`config.mk`:
```
export PLATFORM = sky130hd
export DESIGN_NAME = pus_ctrl
export DESIGN_NICKNAME = d
export VERILOG_FILES = /design/src/rtl/core/pus_pkg.sv /design/src/rtl/core/pus_ctrl.sv
export SDC_FILE = /design/constraint.sdc
export NUM_CORES = 1
export LEC_CHECK = 0
export BUFFER_PORTS_ARGS = -buffer_cell sky130_fd_sc_hd__buf_2
export CORE_ASPECT_RATIO = 2
export CORE_MARGIN = 5
export CORE_UTILIZATION = 46
export CTS_CLUSTER_DIAMETER = 120
export DETAILED_ROUTE_END_ITERATION = 10
export PLACE_DENSITY = 0.77
export SYNTH_ARGS = -nofsm -noshare
export SYNTH_HDL_FRONTEND = slang
export SYNTH_SLANG_ARGS = --single-unit
```
`constraint.sdc`:
```
create_clock -name clock -period 1.65 [get_ports clock]
set_input_delay 0.0825 -clock clock [delete_from_list [all_inputs] [get_ports clock]]
set_output_delay 0.0825 -clock clock [all_outputs]
set_load 0.02 [all_outputs]
```
`src/rtl/core/pus_pkg.sv`:
```
`default_nettype none
package pus_pkg;

   localparam int NUM_PARTICLES = 64;
   localparam int NATTR = 25;
   localparam int NSLOT = 26;
   localparam int ATTR_W = 5;
   localparam int PIDX_W = 6;
   localparam int MEM_AW = PIDX_W + ATTR_W;
   localparam int MEM_DEPTH = NUM_PARTICLES * (2 ** ATTR_W);

   localparam logic [ATTR_W-1:0] A_LOC = 5'd0;
   localparam logic [ATTR_W-1:0] A_VEL = 5'd3;
   localparam logic [ATTR_W-1:0] A_GRAV = 5'd6;
   localparam logic [ATTR_W-1:0] A_GRAVD = 5'd9;
   localparam logic [ATTR_W-1:0] A_COL = 5'd12;
   localparam logic [ATTR_W-1:0] A_COLD = 5'd15;
   localparam logic [ATTR_W-1:0] A_ALPHA = 5'd18;
   localparam logic [ATTR_W-1:0] A_ALPHAD = 5'd19;
   localparam logic [ATTR_W-1:0] A_SIZE = 5'd20;
   localparam logic [ATTR_W-1:0] A_SIZED = 5'd21;
   localparam logic [ATTR_W-1:0] A_AGE = 5'd22;
   localparam logic [ATTR_W-1:0] A_LIFE = 5'd23;
   localparam logic [ATTR_W-1:0] A_PREVY = 5'd24;
   localparam logic [ATTR_W-1:0] A_TMP = 5'd25;

   localparam logic signed [31:0] Q_ONE = 32'sd65536;
   localparam logic signed [31:0] Q_MONE = -32'sd65536;
   localparam logic signed [31:0] Q_COLOR0 = 32'sd19661;
   localparam logic signed [31:0] Q_GRAVK = 32'sd642253;
   localparam logic signed [31:0] Q_MINUS5 = -32'sd327680;

   localparam logic OPC_UPDATE = 1'b0;
   localparam logic OPC_WRITE = 1'b1;

   localparam logic [1:0] CSR_COLLISION = 2'd0;
   localparam logic [1:0] CSR_FLOOR = 2'd1;
   localparam logic [1:0] CSR_BOUNCE = 2'd2;

   localparam logic [4:0] OP_LOC_LAST = 5'd2;
   localparam logic [4:0] OP_BOUNCE = 5'd3;
   localparam logic [4:0] OP_AFTER_BOUNCE = 5'd4;
   localparam logic [4:0] OP_LAST = 5'd17;

   typedef struct packed {
      logic opcode;
      logic [5:0] particle_index;
      logic [4:0] attribute_index;
      logic signed [31:0] attribute_value;
      logic [30:0] time_step;
   } req_type;

   typedef struct packed {
      logic [5:0] result_index;
      logic alive;
      logic signed [31:0] loc_x;
      logic signed [31:0] loc_y;
      logic signed [31:0] loc_z;
      logic signed [31:0] color_red;
      logic signed [31:0] color_green;
      logic signed [31:0] color_blue;
      logic signed [31:0] opacity;
      logic signed [31:0] point_size;
   } rsp_type;

   typedef struct packed {
      logic collision_enable;
      logic signed [31:0] floor_level;
      logic [30:0] bounce_factor;
   } cfg_type;

   typedef enum logic [3:0] {
      CTL_CLEAR, CTL_IDLE, CTL_LOAD, CTL_CHECK, CTL_MUL,
      CTL_RND, CTL_ACC, CTL_COLL, CTL_WB, CTL_RESP
   } ctl_state_type;

   typedef enum logic [1:0] {
      MULB_DT, MULB_GRAVK, MULB_BOUNCE
   } mulb_type;

   typedef struct packed {
      logic [ATTR_W-1:0] a;
      mulb_type b_sel;
      logic [ATTR_W-1:0] dst;
      logic [ATTR_W-1:0] add;
      logic no_add;
   } op_type;

   typedef struct packed {
      logic clear_we;
      logic [MEM_AW-1:0] clr_addr;
      logic capture;
      logic write_item;
      logic load;
      logic check;
      logic mul;
      logic rnd;
      logic acc;
      logic coll;
      logic wb;
      logic rsp_load;
      logic [4:0] cnt;
      logic [4:0] op;
   } cmd_type;

   typedef struct packed {
      logic upd_ok;
      logic write_ok;
      logic dead;
      logic bounce;
   } status_type;

   function automatic op_type op_entry(input logic [4:0] op);
      op_type e;
      e = '{a: A_VEL, b_sel: MULB_DT, dst: A_LOC, add: A_LOC, no_add: 1'b0};
      case (op)
         5'd0: e = '{A_VEL, MULB_DT, A_LOC, A_LOC, 1'b0};
         5'd1: e = '{A_VEL + 5'd1, MULB_DT, A_LOC + 5'd1, A_LOC + 5'd1, 1'b0};
         5'd2: e = '{A_VEL + 5'd2, MULB_DT, A_LOC + 5'd2, A_LOC + 5'd2, 1'b0};
         5'd3: e = '{A_VEL + 5'd1, MULB_BOUNCE, A_VEL + 5'd1, A_VEL + 5'd1, 1'b1};
         5'd4: e = '{A_GRAV, MULB_DT, A_TMP, A_TMP, 1'b1};
         5'd5: e = '{A_TMP, MULB_GRAVK, A_VEL, A_VEL, 1'b0};
         5'd6: e = '{A_GRAV + 5'd1, MULB_DT, A_TMP, A_TMP, 1'b1};
         5'd7: e = '{A_TMP, MULB_GRAVK, A_VEL + 5'd1, A_VEL + 5'd1, 1'b0};
         5'd8: e = '{A_GRAV + 5'd2, MULB_DT, A_TMP, A_TMP, 1'b1};
         5'd9: e = '{A_TMP, MULB_GRAVK, A_VEL + 5'd2, A_VEL + 5'd2, 1'b0};
         5'd10: e = '{A_ALPHAD, MULB_DT, A_ALPHA, A_ALPHA, 1'b0};
         5'd11: e = '{A_COLD, MULB_DT, A_COL, A_COL, 1'b0};
         5'd12: e = '{A_COLD + 5'd1, MULB_DT, A_COL + 5'd1, A_COL + 5'd1, 1'b0};
         5'd13: e = '{A_COLD + 5'd2, MULB_DT, A_COL + 5'd2, A_COL + 5'd2, 1'b0};
         5'd14: e = '{A_SIZED, MULB_DT, A_SIZE, A_SIZE, 1'b0};
         5'd15: e = '{A_GRAVD, MULB_DT, A_GRAV, A_GRAV, 1'b0};
         5'd16: e = '{A_GRAVD + 5'd1, MULB_DT, A_GRAV + 5'd1, A_GRAV + 5'd1, 1'b0};
         5'd17: e = '{A_GRAVD + 5'd2, MULB_DT, A_GRAV + 5'd2, A_GRAV + 5'd2, 1'b0};
         default: e = '{A_VEL, MULB_DT, A_LOC, A_LOC, 1'b0};
      endcase
      return e;
   endfunction

   function automatic logic signed [31:0] attr_reset(input logic [ATTR_W-1:0] a);
      logic signed [31:0] v;
      v = 32'sd0;
      if (a >= A_GRAV && a < A_COL) v = Q_ONE;
      else if (a >= A_COL && a < A_COLD) v = Q_COLOR0;
      else if (a == A_SIZE || a == A_SIZED) v = Q_ONE;
      else if (a == A_AGE || a == A_LIFE) v = Q_MONE;
      return v;
   endfunction

   function automatic logic signed [31:0] sat33(input logic signed [32:0] x);
      logic signed [31:0] r;
      r = x[31:0];
      if (x > 33'sh0_7FFF_FFFF) r = 32'sh7FFF_FFFF;
      else if (x < 33'sh1_8000_0000) r = 32'sh8000_0000;
      return r;
   endfunction

   function automatic logic signed [31:0] sat48(input logic signed [47:0] x);
      logic signed [31:0] r;
      r = x[31:0];
      if (x > 48'sh0000_7FFF_FFFF) r = 32'sh7FFF_FFFF;
      else if (x < 48'shFFFF_8000_0000) r = 32'sh8000_0000;
      return r;
   endfunction

endpackage
`default_nettype wire

```
`src/rtl/core/pus_ctrl.sv`:
```
`default_nettype none
module pus_ctrl (
   input wire logic clock,
   input wire logic reset,
   input wire logic req_valid,
   output logic req_ready,
   output logic rsp_valid,
   input wire logic rsp_ready,
   input wire pus_pkg::status_type st,
   output pus_pkg::cmd_type cmd
);
   import pus_pkg::*;

   ctl_state_type state_ff, state_in;
   logic [4:0] cnt_ff, cnt_in;
   logic [4:0] op_ff, op_in;
   logic [MEM_AW-1:0] clr_ff, clr_in;

   always_ff @(posedge clock) begin
      if (reset) begin
         state_ff <= CTL_CLEAR;
         cnt_ff <= '0;
         op_ff <= '0;
         clr_ff <= '0;
      end else begin
         state_ff <= state_in;
         cnt_ff <= cnt_in;
         op_ff <= op_in;
         clr_ff <= clr_in;
      end
   end

   always_comb begin
      state_in = state_ff;
      cnt_in = cnt_ff;
      op_in = op_ff;
      clr_in = clr_ff;
      req_ready = 1'b0;
      rsp_valid = 1'b0;
      cmd = '0;
      cmd.clr_addr = clr_ff;
      cmd.cnt = cnt_ff;
      cmd.op = op_ff;
      case (state_ff)
         CTL_CLEAR: begin
            cmd.clear_we = 1'b1;
            clr_in = clr_ff + 1'b1;
            if (clr_ff == MEM_AW'(MEM_DEPTH - 1)) state_in = CTL_IDLE;
         end
         CTL_IDLE: begin
            req_ready = 1'b1;
            if (req_valid) begin
               cmd.capture = 1'b1;
               cmd.write_item = st.write_ok;
               if (st.upd_ok) begin
                  cnt_in = '0;
                  state_in = CTL_LOAD;
               end
            end
         end
         CTL_LOAD: begin
            cmd.load = 1'b1;
            cnt_in = cnt_ff + 1'b1;
            if (cnt_ff == 5'(NATTR)) state_in = CTL_CHECK;
         end
         CTL_CHECK: begin
            cmd.check = 1'b1;
            cnt_in = '0;
            op_in = '0;
            state_in = st.dead ? CTL_WB : CTL_MUL;
         end
         CTL_MUL: begin
            cmd.mul = 1'b1;
            state_in = CTL_RND;
         end
         CTL_RND: begin
            cmd.rnd = 1'b1;
            state_in = CTL_ACC;
         end
         CTL_ACC: begin
            cmd.acc = 1'b1;
            if (op_ff == OP_LOC_LAST) begin
               state_in = CTL_COLL;
            end else if (op_ff == OP_LAST) begin
               cnt_in = '0;
               state_in = CTL_WB;
            end else begin
               op_in = op_ff + 1'b1;
               state_in = CTL_MUL;
            end
         end
         CTL_COLL: begin
            cmd.coll = 1'b1;
            op_in = st.bounce ? OP_BOUNCE : OP_AFTER_BOUNCE;
            state_in = CTL_MUL;
         end
         CTL_WB: begin
            cmd.wb = 1'b1;
            cnt_in = cnt_ff + 1'b1;
            if (cnt_ff == 5'(NATTR - 1)) begin
               cmd.rsp_load = 1'b1;
               state_in = CTL_RESP;
            end
         end
         CTL_RESP: begin
            rsp_valid = 1'b1;
            if (rsp_ready) state_in = CTL_IDLE;
         end
         default: state_in = CTL_CLEAR;
      endcase
   end
endmodule
`default_nettype wire

```
* Word-level counts from Yosys, hierarchy flattened
Cells that the tools add are included.
** Cells by class
- Add/subtract/negate cells :: 3
- Eq/ne operators :: 23
- Multiplexer cells :: 32
- Reduce and logical (&&, ||, !) cells :: 7
** Operator list (number)
- $pmux 4 s10 :: 1
- $mux 4 :: 9
- $mux 5 :: 6
- $pmux 5 s4 :: 1
- $ne 2x2->1 const B :: 9
- $eq 4x3->1 const B :: 4
- $eq 5x5->1 const B :: 3
- $pmux 5 s3 :: 1
- $add 11x1->11 const B :: 1
- $eq 11x11->1 const B :: 1
- $add 5x1->5 const B :: 2
- $mux 1 :: 10
- $eq 4x2->1 const B :: 2
- $eq 4x4->1 const B :: 2
- $mux 2 :: 3
- $reduce_and 6->1 :: 1
- $eq 5x2->1 const B :: 1
- $reduce_and 5->1 :: 1
- $eq 4x1->1 const B :: 1
- $logic_not 4->1 :: 1
- $reduce_bool 4->1 :: 1
- $mux 3 :: 1
- $reduce_and 3->1 :: 1
- $reduce_bool 3->1 :: 1
- $reduce_or 2->1 :: 1
** Word-level totals
- Bits in registers :: 25
- Output and inout bits :: 34
- Word-level logic and storage cells :: 69
- Bits of input ports :: 8

* Longest topological paths before layout
Gate-level depths: netlist of the first run.
- Word-level depth :: 4
- Depth in mapped cells :: 7
- Gate-level depth less buffers :: 6

* Worst setup path after synthesis of the first run
OpenSTA, ideal clock, no wires.
- Path type :: reg2reg
- Start :: reg state_ff[2]
- End :: reg cnt_ff[3]
- Arrival :: 1.671 ns
- Path slack :: -0.112 ns
- Setup time :: 0.091 ns
- Stages on the path, launching flop included :: 7
- Path through :: dfxtp_1 -> buf_2 -> nor4b_2 -> nand2b_1 -> buf_2 -> a41oi_1 -> a311oi_1
** On the way
- Longest elaborated chain between the ends :: 4
- Elaborated cells between the ends (all ways) :: 13
- Classes of those cells :: 9 x eq/ne; 1 x mux; 3 x reduce/logical
** Ends and longest elaborated chain
- start, declared :: line pus_ctrl.sv:14 : ctl_state_type state_ff, state_in;
- start signal, assigned :: line pus_ctrl.sv:26 : state_ff <= state_in;
- $eq 4x4->1 / $eq 4x2->1 (equally long branches) :: line pus_ctrl.sv:44 : case (state_ff)
- $reduce_or 2->1 (no line)
- $reduce_bool 4->1 (no line)
- $reduce_and 5->1 (no line)
- end signal, assigned :: line pus_ctrl.sv:27 : cnt_ff <= cnt_in;
- end, declared :: line pus_ctrl.sv:15 : logic [4:0] cnt_ff, cnt_in;
Several ways; a longest one is shown, not always the timed one.
A chain may end at the register's enable or synchronous reset.

==> results of run 1 <==
[layer usage]
layer	share of wire, %	global-route usage [%]	vias up
li1	-	-	800
met1	36	19.7	805
met2	57	35.8	37
met3	4.2	2.81	11
met4	2.3	8.32	0
met5	0	0	-
[flip-flops by register name, summed over array words and instances, names as in the netlist]
signal	count
state_ff	4
clr_ff	11
cnt_ff	5
op_ff	5
[power groups by stage]
stage | Sequential (W) | Combinational [W] | Clock (W)
floorplan | 0.000778 | 0.000507 | 0
global placement | 0.000716 | 0.000808 | 0
detailed placement | 0.000716 | 0.000828 | 0
CTS | 0.000704 | 0.000891 | 0.000380
global route | 0.000715 | 0.00103 | 0.000406
finish | 0.000710 | 0.000954 | 0.000378
[kinds of logic after synthesis]
kind of cell    Yosys count  synth area share [%]
simple gates             79                  30.4
mux                       2                  1.33
xor+xnor                  8                  4.67
fa+ha+maj                 7                  5.83
compound gates           40                  18.2
flops                    25                  33.3
buf+inv                  22                  6.25
[worst max-delay path, delay by kind of cell (launching register included)]
kind          cells  cell delay [ns]
simple gates      2             0.47
flops             1             0.39
buf+inv           3             0.43
[worst max-delay path by stage]
| stage | startpoint | end | slack (ns) | depth (start not counted) |
|---|---|---|---|---|
| after floorplan | state_ff[0]$_SDFFE_PP0P_ | clr_ff[9]$_SDFFE_PP0P_ | 0.01 | 6 |
| after global placement | state_ff[1]$_SDFFE_PP0P_ | clr_ff[10]$_SDFFE_PP0P_ | 0.03 | 5 |
| after detailed placement | op_ff[1]$_SDFFE_PP0P_ | cnt_ff[4]$_SDFFE_PP0P_ | -0.003 | 7 |
| after CTS | state_ff[3]$_SDFFE_PP0P_ | cmd[18] | -0.0002 | 4 |
| after global routing | state_ff[0]$_SDFFE_PP0P_ | cmd[16] | -0.05 | 5 |
| final | state_ff[0]$_SDFFE_PP0P_ | cmd[16] | 0.004 | 5 |
[layout make-up]
class	count	area [sq um]	area share [%]
Tap cell	31	38.8	1.77
Sequential cell	25	508	23.2
Inverter	13	63.8	2.91
Multi-Input combinational cell	136	1070	48.7
Clock buffer	4	45.0	2.06
Timing Repair Buffer	73	468	21.4
[timing repair]
action / in CTS / in global routing
pin swaps: 3 / 12
setup buffers: 1 / 4
setup endpoints to repair: 7 / 21
resized for setup: 14 / 27
[per-stage QoR]
step                setup WS (ns)  std cells  cell area, sq um  total power (W)    TNS, ns
detailed placement       -0.00272        274              1960          0.00154   -0.00311
global route              -0.0483        282              2190          0.00215     -0.108
floorplan                  0.0101        183              1550          0.00128          0
finish                    0.00380        282              2190          0.00204          0
global placement           0.0259        274              1960          0.00152          0
CTS                     -0.000217        279              2050          0.00198  -0.000328
[cells in the final DEF (no fill, tap or decap), types with 2 or more instances in the layout]
master	netlist	final
xnor2_1	4	4
buf_2	5	38
a211oi_1	5	5
or3_1	6	6
inv_2	0	2
nand4b_1	3	3
a21oi_1	8	7
dfxtp_1	25	19
nor2_1	19	17
a31oi_1	2	2
o41ai_2	0	2
ha_1	7	5
and3_1	4	4
nand4_1	4	4
clkbuf_8	0	3
buf_4	0	31
inv_1	12	9
nand2_1	15	15
mux2i_1	2	2
o211ai_1	2	2
a41oi_1	2	2
nor4b_4	0	2
nand2b_1	5	4
buf_6	0	4
a311oi_1	3	3
nand3_1	8	6
xor2_1	4	4
o21ai_0	8	7
dfxtp_2	0	6
nand3_2	1	2
==> metrics.md, run 1 <==
| Metric | Value |
|---|---|
| Slew Viols, Final | 0 |
| LEAKAGE | 0.924 nW |
| Final hold violation count | 0 |
| Fill count | 268 |
| Num CTS Buffers | 3 |
| Post-synth EDFFs | 0 |
| Initial Util | a little under half |
| Synth Area per Inst | 8.20 sq um |
| Vias in the first global route | approximately 1.6k |
| DR iter-0 viols | 43 |
| Worst flop-to-flop path startpoint | state_ff[1]$_SDFFE_PP0P_ |
| Largest net degree at the start of global routing | 24 |
| DRC Markers | 0 |
| Clock tree buffer depth | 2 |
| Async SR Flop Fraction | 0% |
| ANT cells | 0 |
| Worst hold slack | approximately 0.16 ns |
| Endpoints failing setup | 0 |
| CP Max Fanout | 10 |
| Synth warn | 0 |
| Initial antenna violation count | 0 |
| Post-Route WL | between 4000 and 5000 um |
| Clock share of power | 18.5% |
| GRT overflow | 0 |
| Clock slew at reported path FFs | approximately 0.09 ns |
| WP data required | approximately 1.6 ns |
| Detailed Routing Iterations Pass 1 | 4 |
| Top cells by count, synth | dfxtp_1, nor2_1, nand2_1 |
| CP max stage delay | 0.39 ns |
| Die Ht | 90.8 um |
| Reg power frac | 34.8% |
| Vias per Instance | a little under 6 |
| Power per cell area | 932 nW/um^2 |
| Max-cap viol count | 0 |
| #FFs+latches synth | 25 |
| Worst-Skew Late Latency | 0.27 ns |
| Core area | 3160 sq um |
| Clock skew | about 0.0053 ns |
| Worst Hold End | op_ff[2]$_SDFFE_PP0P_ |
| Worst slew pin tran | 0.456 ns |
| Ports | between 40 and 50 |
| CTS HTree Levels | 1 |
| WL/cell | roughly 16 um |
| Synth unique cells | 45 |
| Final GP Congestion | just over 0.8 |
| FF-to-FF End | clr_ff[9]$_SDFFE_PP0P_ |
| Finished Core Util | between 60% and 70% |
| All-Layer GR Usage | a little under a fifth |
| Cell Chain, Critical Path | buf_6 -> inv_1 -> or3_1 -> nor2_1 -> buf_2 |
| Hold path start | st[0] |
| Mapped cell area | roughly 1500 sq um |
| DP HPWL | 3300 um |
| Hold Path Stages | 4 |
| Logic pwr share | 46.7% |
| Clock sinks | 25 |
| Worst Path Arrival | between 1.5 and 2 ns |
| Die footprint | 4580 sq um |
| Dominant cell type by area after synthesis | dfxtp_1 |
| Top cell type's share of synthesized area | 33.3% |
| Final Critical Period | ~1.6 ns |
| P_sw | roughly 0.0008 W |
| Reg2Reg Setup Slack | around 0.030 ns |
| Post-route ant nets | 0 |
| Maximum clock rate | between 600 and 700 MHz |
| RSZ-0062 raised after global routing | true |
| Worst setup path class | reg -> out |
| Seq/Total Area, Yosys | approximately a third |
| Most common flop cell mapped by yosys | dfxtp_1 |
| Most frequent cell after synthesis | dfxtp_1 |
| CTS tree | done |
| Worst VDD drop | between 0.6 and 0.7 mV |
| Final #Nets | around 270 |
| Kind of start point of the critical path | flip-flop |
| Share of layout cells above drive strength 1 | 43.8% |
| Final period utilization | about 100% |
| Switch share | roughly two fifths |
| Site row count | 29 |
| R2R cell count | 5 |
| Layout area overhead | 45.8% |
| Hold WC Path Type | in -> reg |
| First-pass GRT wire length | ~7100 um |
| Clock root cell | clkbuf_8 |
| Largest cells by area after synthesis | dfxtp_1, ha_1, nor2_1 |
| Internal | 0.00124 W |
| Hold buffer count at cts | 0 |
| Mapped Cells | around 180 |
| Net count after synthesis | between 150 and 200 |
| Port bufs | between 40 and 50 |
| Die X | between 50 and 60 um |
| Crit end category | output port |
| Run status | completed |
| Via count | around 1.7k |
| Slowest cell on the critical path | dfxtp_2 |
| Rel. slew slack | between 60% and 70% |
Note: power is estimated with default switching activity, not from simulation.
==> inputs of run 2 (changes only) <==
--- a/config.mk
+++ b/config.mk
@@ -8,10 +8,10 @@
 export BUFFER_PORTS_ARGS = -buffer_cell sky130_fd_sc_hd__buf_2
 export CORE_ASPECT_RATIO = 2
 export CORE_MARGIN = 5
-export CORE_UTILIZATION = 46
+export CORE_UTILIZATION = 51
 export CTS_CLUSTER_DIAMETER = 120
 export DETAILED_ROUTE_END_ITERATION = 10
-export PLACE_DENSITY = 0.77
+export PLACE_DENSITY = 0.8
 export SYNTH_ARGS = -nofsm -noshare
 export SYNTH_HDL_FRONTEND = slang
 export SYNTH_SLANG_ARGS = --single-unit
==> constraint.sdc (replaced) <==
create_clock -name clock -period 1.7 [get_ports clock]
set_input_delay 0.085 -clock clock [delete_from_list [all_inputs] [get_ports clock]]
set_output_delay 0.085 -clock clock [all_outputs]
set_load 0.02 [all_outputs]
==> run 2 against run 1 <==
- worst hold slack lost 0.023 ns
- setup slack gained 0.042 ns
- clock-buffer cell count shrank 1
- via count shrank 4.7%
- clock power is essentially flat
- global-route usage grew 0.18 points
- cell count shrank 4.3%
==> metrics.md, run 2 (same netlist as run 1, synthesis figures left out) <==
| Metric | Value |
|---|---|
| Final GP Congestion | 0.846 (+3.9%) |
| Postcts setup bufs | 0 (-1) |
| Worst-Skew Late Latency | 0.28 ns (about the same) |
| Clock skew | 0.00504 ns (-0.000223 ns) |
| Layout area overhead | 34.3% |
| Hold path start | st[0] |
| GRT overflow | 0 (unchanged) |
| Die Ht | 86.7 um (-4.5%) |
| Via count | 1576 (-4.7%) |
| R2R cell count | 5 (unchanged) |
| Initial Util | 51.6% (+4.1 points) |
| Run status | completed |
| Site row count | 28 (-3.4%) |
| Power per cell area | 916 nW/um^2 (-1.8%) |
| Worst setup margin | 0.0462 ns (+0.0424 ns) |
| Worst Hold End | op_ff[2]$_SDFFE_PP0P_ |
| Vias per Instance | 5.84 (-0.42%) |
| Worst VDD drop | 0.657 mV (+5.6%) |
| Final Critical Period | approximately 1.7 ns |
| WP data required | 1.62 ns (+0.05 ns) |
| DRC Markers | 0 (unchanged) |
| First-pass GRT wire length | 6630 um (-6.7%) |
| Worst flop-to-flop path startpoint | state_ff[2]$_SDFFE_PP0P_ |
| Num CTS Buffers | 3 (unchanged) |
| Place WS | -0.0221 ns (-0.0193 ns) |
| Post-route ant nets | 0 (unchanged) |
| Die X | 48.4 um (-4.0%) |
| RSZ-0062 raised after global routing | true |
| Max FFs per register | 11 (unchanged) |
| CP max stage delay | 0.36 ns (-0.03 ns) |
| LEAKAGE | 0.864 nW (-6.5%) |
| Clock sinks | 25 (unchanged) |
| Kind of start point of the critical path | flip-flop |
| Commonest cells after routing, fill and taps aside | buf_2, dfxtp_1, nor2_1 |
| Max-cap viol count | 0 (unchanged) |
| Clock root cell | clkbuf_8 |
| Most numerous cell on the critical path | buf_6 |
| Vias in the first global route | 1548 (-2.6%) |
| Die footprint | 4190 sq um (-8.3%) |
| Ports | 42 (unchanged) |
| Placed cells | 266 (-2.9%) |
| Final period utilization | between 90% and 100% |
| WL/cell | 15.0 um (-5.4%) |
| Worst slew pin tran | 0.454 ns (-0.00175 ns) |
| CP Max Fanout | 7 (-3) |
| Detailed Routing Iterations Pass 1 | 5 (+1) |
| Top reg by flops | clr_ff |
| GR Layer Usage met1 | 19.8% (+0.071 points) |
| Clock slew at reported path FFs | 0.10 ns (about the same) |
| Worst hold slack | 0.138 ns (-0.0235 ns) |
| Largest net degree at the start of global routing | 24 (unchanged) |
| Grt peak-use layer | met2 |
| Non-Filler Instances | 270 (-4.3%) |
| FF-to-FF End | state_ff[0]$_SDFFE_PP0P_ |
| Final hold violation count | 0 (unchanged) |
| Clock tree buffer depth | 2 (unchanged) |
| Worst Path Arrival | 1.57 ns (about the same) |
| Rel. slew slack | 69.7% (+0.12 points) |
| Endpoints failing setup | 0 (unchanged) |
| Reg2Reg Setup Slack | 0.06 ns (+0.03 ns) |
| Slowest cell on the critical path | nor4b_4 |
| Initial antenna violation count | 0 (unchanged) |
| Setup TNS | 0 ns (unchanged) |
| Crit end category | output port |
| DP HPWL | 3090 um (-6.4%) |
| Met2 GRT Util | 37.3% (+1.4 points) |
| Leading cell type in the layout, fill and taps excluded | buf_2 |
| Met3 usage | 2.93% (+0.12 points) |
| Post-Route WL | 4050 um (-9.5%) |
| Final #Nets | 256 (-4.1%) |
| All-Layer GR Usage | 19.3% (+0.18 points) |
| Hold WC Path Type | in -> reg |
| Port bufs | 41 (unchanged) |
| Share of layout cells above drive strength 1 | 35.0% (-8.8 points) |
| DR iter-0 viols | 41 (-4.7%) |
| CTS HTree Levels | 1 (unchanged) |
| CTS tree | done |
| Maximum clock rate | between 600 and 700 MHz |
| ANT cells | 0 (unchanged) |
| Worst setup path class | reg -> out |
| Slew Viols, Final | 0 (unchanged) |
| Core area | 2910 sq um (-7.9%) |
| Largest regs | clr_ff x11, cnt_ff x5, op_ff x5 |
| Hold Path Stages | 4 (unchanged) |
| Cell Chain, Critical Path | buf_6 -> buf_6 -> nor4b_4 -> and3_1 -> buf_6 |
-- run 2: worst max-delay path, delay by kind of cell, from the launching register on --
family | cells | cell delay [ns]
buffers and inverters | 3 | 0.36
DFF | 1 | 0.35
and+or+nand+nor | 2 | 0.59
-- run 2: metrics by stage --
step / instance area, sq um / power, W / util [%]
after floorplan: 1530 / 0.00120 / -
after global placement: 1900 / 0.00141 / 65.3
after detailed placement: 1900 / 0.00143 / 65.3
after CTS: 1960 / 0.00181 / 67.3
after global routing: 2020 / 0.00196 / 69.4
final: 2020 / 0.00185 / 69.4
-- run 2: metal layers --
metal | vias up | share of wire [%]
met3 | 8 | 3.5
met2 | 31 | 56
met1 | 759 | 39
li1 | 778 | -
met4 | 0 | 1.9
met5 | - | 0
-- run 2: cell type report --
cell class              count  area (sq um)
clock inverters             1          7.51
fillers                   256           891
clock buffers               3          41.3
well taps                  30          37.5
flip-flops and latches     25           505
repair buffers             62           402
inverters                  13          53.8
multi-input cells         136           970
-- run 2: report_power, final --
part           internal [W]  switching [W]  total [W]  leakage, nW
combinational      0.000329       0.000454   0.000783        0.638
clock              0.000167       0.000208   0.000375       0.0217
sequential         0.000639      0.0000496   0.000689        0.204
total               0.00114       0.000712    0.00185        0.864
-- run 2: how the worst max path moves through the flow --
stage | from | end | slack (ns) | depth (start not counted)
2_1_floorplan | state_ff[0]$_SDFFE_PP0P_ | clr_ff[9]$_SDFFE_PP0P_ | 0.004 | 6
3_5_place_dp | state_ff[0]$_SDFFE_PP0P_ | clr_ff[9]$_SDFFE_PP0P_ | -0.02 | 5
6_report | state_ff[1]$_SDFFE_PP0P_ | cmd[18] | 0.05 | 5
5_1_grt | state_ff[3]$_SDFFE_PP0P_ | state_ff[0]$_SDFFE_PP0P_ | -0.003 | 5
3_3_place_gp | state_ff[3]$_SDFFE_PP0P_ | clr_ff[9]$_SDFFE_PP0P_ | 0.01 | 5
4_1_cts | state_ff[0]$_SDFFE_PP0P_ | cnt_ff[4]$_SDFFE_PP0P_ | 0.01 | 4
-- run 2: repair_timing --
action / in CTS / in global routing
resized for setup: 3 / 16
setup endpoints to repair: 3 / 9
hold buffers: 0 / 0
pin swaps: 1 / 2
